$ cat src/hgwa_ram.sv
`timescale 1ns / 1ps
module hgwa_ram #(
    parameter int WIDTH = 8,
    parameter int DEPTH = 16
) (
    input  logic                     i_clk,
    input  logic                     i_we,
    input  logic [$clog2(DEPTH)-1:0] i_waddr,
    input  logic [WIDTH-1:0]         i_wdata,
    input  logic [$clog2(DEPTH)-1:0] i_raddr,
    output logic [WIDTH-1:0]         o_rdata
);
    logic [WIDTH-1:0] r_mem [DEPTH];
    logic [WIDTH-1:0] r_rdata;

    always_ff @(posedge i_clk) begin
        if (i_we) begin
            r_mem[i_waddr] <= i_wdata;
        end
        r_rdata <= r_mem[i_raddr];
    end

    assign o_rdata = r_rdata;
endmodule

$ cat config.mk
export PLATFORM = sky130hd
export DESIGN_NAME = hgwa_ram
export DESIGN_NICKNAME = d
export VERILOG_FILES = /design/src/hgwa_ram.sv
export SDC_FILE = /design/constraint.sdc
export NUM_CORES = 1
export LEC_CHECK = 0
export ABC_CLOCK_PERIOD_IN_PS = 2000
export BUFFER_PORTS_ARGS = -buffer_cell sky130_fd_sc_hd__buf_4
export CORE_AREA = 2 2 144 146
export DETAILED_ROUTE_END_ITERATION = 10
export DIE_AREA = 0 0 146 148
export GPL_TIMING_DRIVEN = 0
export SLEW_MARGIN = 10
export SYNTH_ARGS = -nofsm -noshare
export SYNTH_HDL_FRONTEND = slang
export SYNTH_SLANG_ARGS = --single-unit
$ cat constraint.sdc
create_clock -name i_clk -period 2 [get_ports i_clk]
set_input_delay 0.1 -clock i_clk [delete_from_list [all_inputs] [get_ports i_clk]]
set_output_delay 0.1 -clock i_clk [all_outputs]
set_load 0.05 [all_outputs]
==> impl_metrics.py, run 1 <==
metrics = {
    "clocking": {
        "root_buffer": "clkbuf_16",
        "clock_latency_ps": 400,
        "cts_hold_buf": 0,
        "post-cts-setup-buffer-count": 0,
        "cts_resized": 0,
        "tritoncts": "yes",
        "htreeDepth": 4,
        "clk_pin_slew_worst_paths_ps": 60,
        "clk_path_buf_depth": 2,
        "cts.sinks": 136,
        "cts_inserted_buffers": 17,
    },
    "synth": {
        "synthesis.nets": 247,
        "yosysSeqAreaShare": 0.778,
        "synth_cell_types": 19,
        "synthFlopType": "edfxtp_1",
        "ys_warn_count": 0,
        "syn-cell-area_um2": 5150,
        "synth_edf_count": 128,
        "async_flop_share": 0,
        "synth_cells": 229,
        "synth-seq-cells": 136,
        "synth_area_per_cell_um2": 22.5,
    },
    "place": {
        "portBuffers": 24,
        "globalplace.congestion": 0.711,
        "post-place-ws_ps": 183,
        "post-dp-hpwl_um": 6700,
        "place_area_um2": 5680,
    },
    "grt": {
        "grt_max_degree": 17,
        "grt_use_total": 0.100,
        "grt_pass1_wl_um": 15500,
        "antenna_found_initial": 1,
        "grt-ovfl-total": 0,
        "grt_pass1_vias": 2442,
    },
    "finish": {
        "final_area_um2": 6300,
        "fillers": 1962,
        "area_growth_pct": 22.3,
        "nets": 290,
        "layout-drive-gt1-share": 0.298,
        "final-seq-area_um2": 4000,
        "multi_input_area_um2": 1080,
    },
    "floorplan": {
        "core_area_um2": 20000,
        "num_rows": 52,
        "floorplan.die_area_um2": 21600,
        "initial_core_util": 0.257,
        "dieWidth_um": 146,
        "dieHeight_um": 148,
        "top_level_ports": 26,
    },
    "timing": {
        "timing.final.crit_share": 0.713,
        "worst_pin_slew_ps": 834,
        "fmax_ghz": 0.701,
        "tns_ps": 0,
        "drv_slew": 0,
        "skew_ps": 7.12,
        "fin_crit_ps": 1430,
        "setup_viol": 0,
        "hold_ws_ps": 32.2,
        "relSlewSlack": 0.442,
        "layout_setup_ws_ps": 573,
        "hold_viol": 0,
        "rsz0062_at_grt": "false",
    },
    "setup_path": {
        "timing.reg2reg.setup_slack_ps": 570,
        "critPathRequiredTime_ps": 2260,
        "cp_data_arrival_time_ps": 1690,
        "rr_startpoint": "r_mem[11][0]",
        "path_class": "flip-flop to flip-flop",
        "r2r-end": "o_rdata[0]",
        "rr_worst_depth": 3,
        "cp_max_fo": 1,
        "start_kind": "flip-flop",
        "crit_path_end_kind": "flip-flop",
    },
    "drt": {
        "wirelength_um": 10400,
        "drt-pass1-iter-count": 4,
        "drc": 0,
        "viasPerCell": 4.26,
        "drt_iter0_drc": 249,
        "vias": 2371,
        "post_drt_wl_per_cell_um": 18.7,
        "ant_nets": 0,
    },
    "status": {
        "status": "finished, final reports clean",
    },
    "min_path": {
        "hold_path_end": "r_mem[2][4]",
        "hold_path.startpoint": "i_wdata[4]",
        "hp-class": "input pin to flip-flop",
        "hold_path_depth": 1,
    },
    "pwr": {
        "fin_total_pwr_mw": 6.77,
        "powerDensity_nw_per_um2": 1080,
        "leakage_nw": 2.05,
        "ir_drop_mv": 0.565,
    },
    "run": {
        "drv_cap": 0,
    },
}
-- how the worst max path moves through the flow --
stage	start	endpoint	depth (start not counted)
floorplan	i_waddr[2]	r_mem[0][0]	2
global placement	i_waddr[2]	r_mem[0][4]	3
detailed placement	i_waddr[2]	r_mem[8][2]	3
CTS	r_mem[9][1]	o_rdata[1]	3
global route	r_mem[9][1]	o_rdata[1]	3
finish	r_mem[11][0]	o_rdata[0]	3
-- power by group --
group | leakage, nW | switching [mW] | internal (mW)
logic | 0.539 | 0.249 | 0.148
clock network | 0.285 | 1.11 | 2.06
registers | 1.22 | 0.0144 | 3.19
-- cells in the mapped netlist (2+ instances only) --
library cell | instances | area, um2
a22oi_1 | 16 | 120
buf_2 | 3 | 15.0
buf_6 | 3 | 33.8
clkdlybuf4s25_2 | 3 | 30.0
dfxtp_1 | 8 | 160
edfxtp_1 | 128 | 3840
mux4_1 | 14 | 368
mux4_2 | 18 | 405
nand2_1 | 9 | 33.8
nand2b_1 | 2 | 12.5
nand3b_1 | 2 | 15.0
nor2_1 | 13 | 48.8
nor3_1 | 4 | 20.0
-- state kept, by name (all words and copies together) (netlist names) --
name / cells
o_rdata: 8
r_mem: 128
-- routing by layer --
layer,up-vias,part of all wire,track usage
met4,0,0.0033,0.0306
met2,66,0.48,0.156
met3,2,0.063,0.0361
met1,1243,0.45,0.133
li1,1060,-,-
met5,-,0,0
-- per-stage QoR --
| step | util | cells |
|---|---|---|
| after floorplan | - | 229 |
| after global placement | 0.283 | 523 |
| after detailed placement | 0.283 | 523 |
| after CTS | 0.314 | 555 |
| after global routing | 0.314 | 555 |
| final | 0.314 | 556 |
-- kinds of logic (layout without fill, tap and decap cells) --
group | Yosys count | after routing | synth area share
compound gates | 16 | 16 | 0.0233
buf+inv | 10 | 66 | 0.0168
flops | 136 | 136 | 0.778
mux | 32 | 32 | 0.150
other cells | 0 | 1 | 0
simple gates | 35 | 35 | 0.0318
-- layout make-up --
class	instances	share of cell area
clock inverters	15	0.0292
well taps	270	0.0536
diodes	1	0.000397
multi-input cells	83	0.171
plain buffers	10	0.0137
repair buffers	24	0.0286
flip-flops and latches	136	0.636
clock buffers	17	0.0676
-- critical path, cell delays in order (launching register included) --
cell and delay, ps:
edfxtp_1 360, mux4_2 500, a22oi_1 290, nand2_1 130
-- cell usage in the layout (no fill, tap or decap) --
cell	n
nand3_1	1
clkinv_4	1
mux4_2	18
nor3_2	4
mux4_1	14
clkinv_2	2
clkinvlp_4	4
bufinv_16	4
nor2b_1	1
edfxtp_1	128
buf_6	3
diode_2	1
buf_4	25
or3b_2	1
clkinv_1	4
a22oi_1	16
nand2b_1	2
clkbuf_16	17
nand2_1	9
and2b_1	1
dfxtp_1	8
and2_1	1
clkdlybuf4s25_2	3
nand3b_1	2
nor2_1	13
buf_2	3
No activity file was read; power rests on OpenSTA's default activity.
==> run 2: changes to the inputs <==
Settings changed: ABC_CLOCK_PERIOD_IN_PS 2000 to 1150.
Clock period 2 ns to 1.15 ns, I/O delays scaled along.
==> impl_metrics.py, run 2 (synthesized netlist as in run 1, its figures left out) <==
metrics = {
    "pwr": {
        "power.switching_mw": 2.44,
        "internal_power_mw": 9.88,
        "powerDensity_nw_per_um2": 1900,
        "clkPwrFrac": 0.487,
        "ir_drop_mv": 0.935,
        "leakage_nw": 2.09,
        "combPwrFrac": 0.061,
        "p_sw_frac": 0.198,
        "pwr-share-seq": 0.452,
    },
    "setup_path": {
        "cpPeakStageDelay_ps": 530,
        "rr_worst_depth": 3,
        "cp_max_fo": 1,
        "start_kind": "flip-flop",
        "crit_path_end_kind": "flip-flop",
        "slowest_stage": "mux4_2",
        "cp_data_arrival_time_ps": 1640,
        "path_class": "flip-flop to flip-flop",
        "critPathRequiredTime_ps": 1450,
        "crit_chain": "mux4_2 > a22oi_2 > nand2_1",
    },
    "timing": {
        "setup_viol": 8,
        "relSlewSlack": 0.384,
        "fmax_ghz": 0.746,
        "worst_pin_slew_ps": 921,
        "layout_setup_ws_ps": -190,
        "hold_viol": 0,
        "skew_ps": 7.06,
        "rsz0062_at_grt": "true",
        "tns_ps": -1340,
        "drv_slew": 0,
        "timing.final.crit_share": 1.17,
        "fin_crit_ps": 1340,
    },
    "finish": {
        "final_common_cell": "edfxtp_1",
        "area_growth_pct": 25.9,
        "layout-drive-gt1-share": 0.380,
        "final_cell_mix": "128 x edfxtp_1, 26 x mux4_2, 25 x buf_4",
        "regMostFlops": "r_mem",
        "nets": 298,
        "antennaDiodeCount": 0,
        "largest_reg_flops": 128,
    },
    "clocking": {
        "tritoncts": "yes",
        "root_buffer": "clkbuf_16",
        "clk_pin_slew_worst_paths_ps": 60,
        "cts.sinks": 136,
        "htreeDepth": 4,
        "clk_path_buf_depth": 2,
        "post-cts-setup-buffer-count": 0,
        "clock_latency_ps": 410,
        "cts_inserted_buffers": 17,
    },
    "floorplan": {
        "dieWidth_um": 146,
        "core_area_um2": 20000,
        "initial_core_util": 0.257,
        "num_rows": 52,
        "dieHeight_um": 148,
        "top_level_ports": 26,
        "floorplan.die_area_um2": 21600,
    },
    "place": {
        "post-place-ws_ps": -420,
        "post-dp-hpwl_um": 6610,
        "globalplace.congestion": 0.713,
        "portBuffers": 24,
    },
    "drt": {
        "post_drt_wl_per_cell_um": 18.6,
        "drc": 0,
        "viasPerCell": 4.34,
        "drt-pass1-iter-count": 4,
        "drt_iter0_drc": 230,
        "vias": 2439,
        "ant_nets": 0,
        "wirelength_um": 10500,
    },
    "grt": {
        "use_met1": 0.127,
        "use_met2": 0.163,
        "grt_pass1_vias": 2524,
        "antenna_found_initial": 0,
        "grt_use_total": 0.101,
        "grt-ovfl-total": 0,
        "grt-busiest-layer": "met2",
        "grt.met3_usage": 0.0352,
        "grt_pass1_wl_um": 15500,
        "grt_max_degree": 17,
    },
    "status": {
        "status": "finished with violations",
        "violations": "negative setup slack",
    },
    "min_path": {
        "hold_path_depth": 2,
        "hp-class": "input pin to flip-flop",
    },
    "run": {
        "drv_cap": 0,
    },
}
## run 2: changes by cell type in the layout (fill, tap and decap cells not counted), sizes merged
cell,delta
clkbuf,+1
diode,-1
clkinv,-3
dlygate4sd3,+8
inv,+1
clkinvlp,-2
bufinv,+2
## run 2: final timing paths
check,startpoint,to,slack (ps)
setup / recovery,r_mem[3][2],o_rdata[2],-190
hold / removal,i_waddr[1],r_mem[0][4],80
setup reg to reg,r_mem[3][2],o_rdata[2],-190
hold reg to reg,r_mem[15][1],o_rdata[1],670
## run 2: layout make-up
class	instances	area, um2
buffer	10	93.8
multi-input combinational	83	1130
tap	270	338
timing repair buffer	32	260
sequential	136	4000
clock inverter	13	226
clock buffer	18	429
fill	1947	13600
## run 2: timing repair
action / CTS / global route
gates resized for setup: 12 / 11
hold buffers: 8 / 0
pin swaps: 5 / 5
setup endpoints to repair: 14 / 24
hold endpoints to repair: 128 / 0
## run 2: power groups by stage
stage | sequential (mW) | clock, mW | combinational (mW)
global route | 5.58 | 6.27 | 0.801
CTS | 5.57 | 6.06 | 0.748
detailed placement | 5.67 | 0 | 0.702
global placement | 5.66 | 0 | 0.689
finish | 5.57 | 6.00 | 0.751
floorplan | 5.78 | 0 | 0.291
## run 2: layer usage
layer	vias up	routed length, um	part of all wire
met5	-	0	0
met4	0	131	0.013
met3	10	770	0.074
met2	86	5080	0.49
met1	1277	4480	0.43
li1	1066	-	-
## run 2: worst max-delay path, delay by kind of cell (launching register included)
kind             cells  cell delay (ps)
multiplexers         1              530
flip-flops           1              370
AO/OA/AOI/OAI        1              260
AND/OR/NAND/NOR      1               70
## run 2: metrics by stage
stage	instance area, um2	hold slack (ps)	cells	total power, mW	utilization
after global routing	6480	86.8	562	12.6	0.323
after detailed placement	5710	387	523	6.37	0.285
after floorplan	5190	156	229	6.08	-
final	6480	80.3	562	12.3	0.323
after CTS	6470	59.4	562	12.4	0.323
after global placement	5710	363	523	6.35	0.285
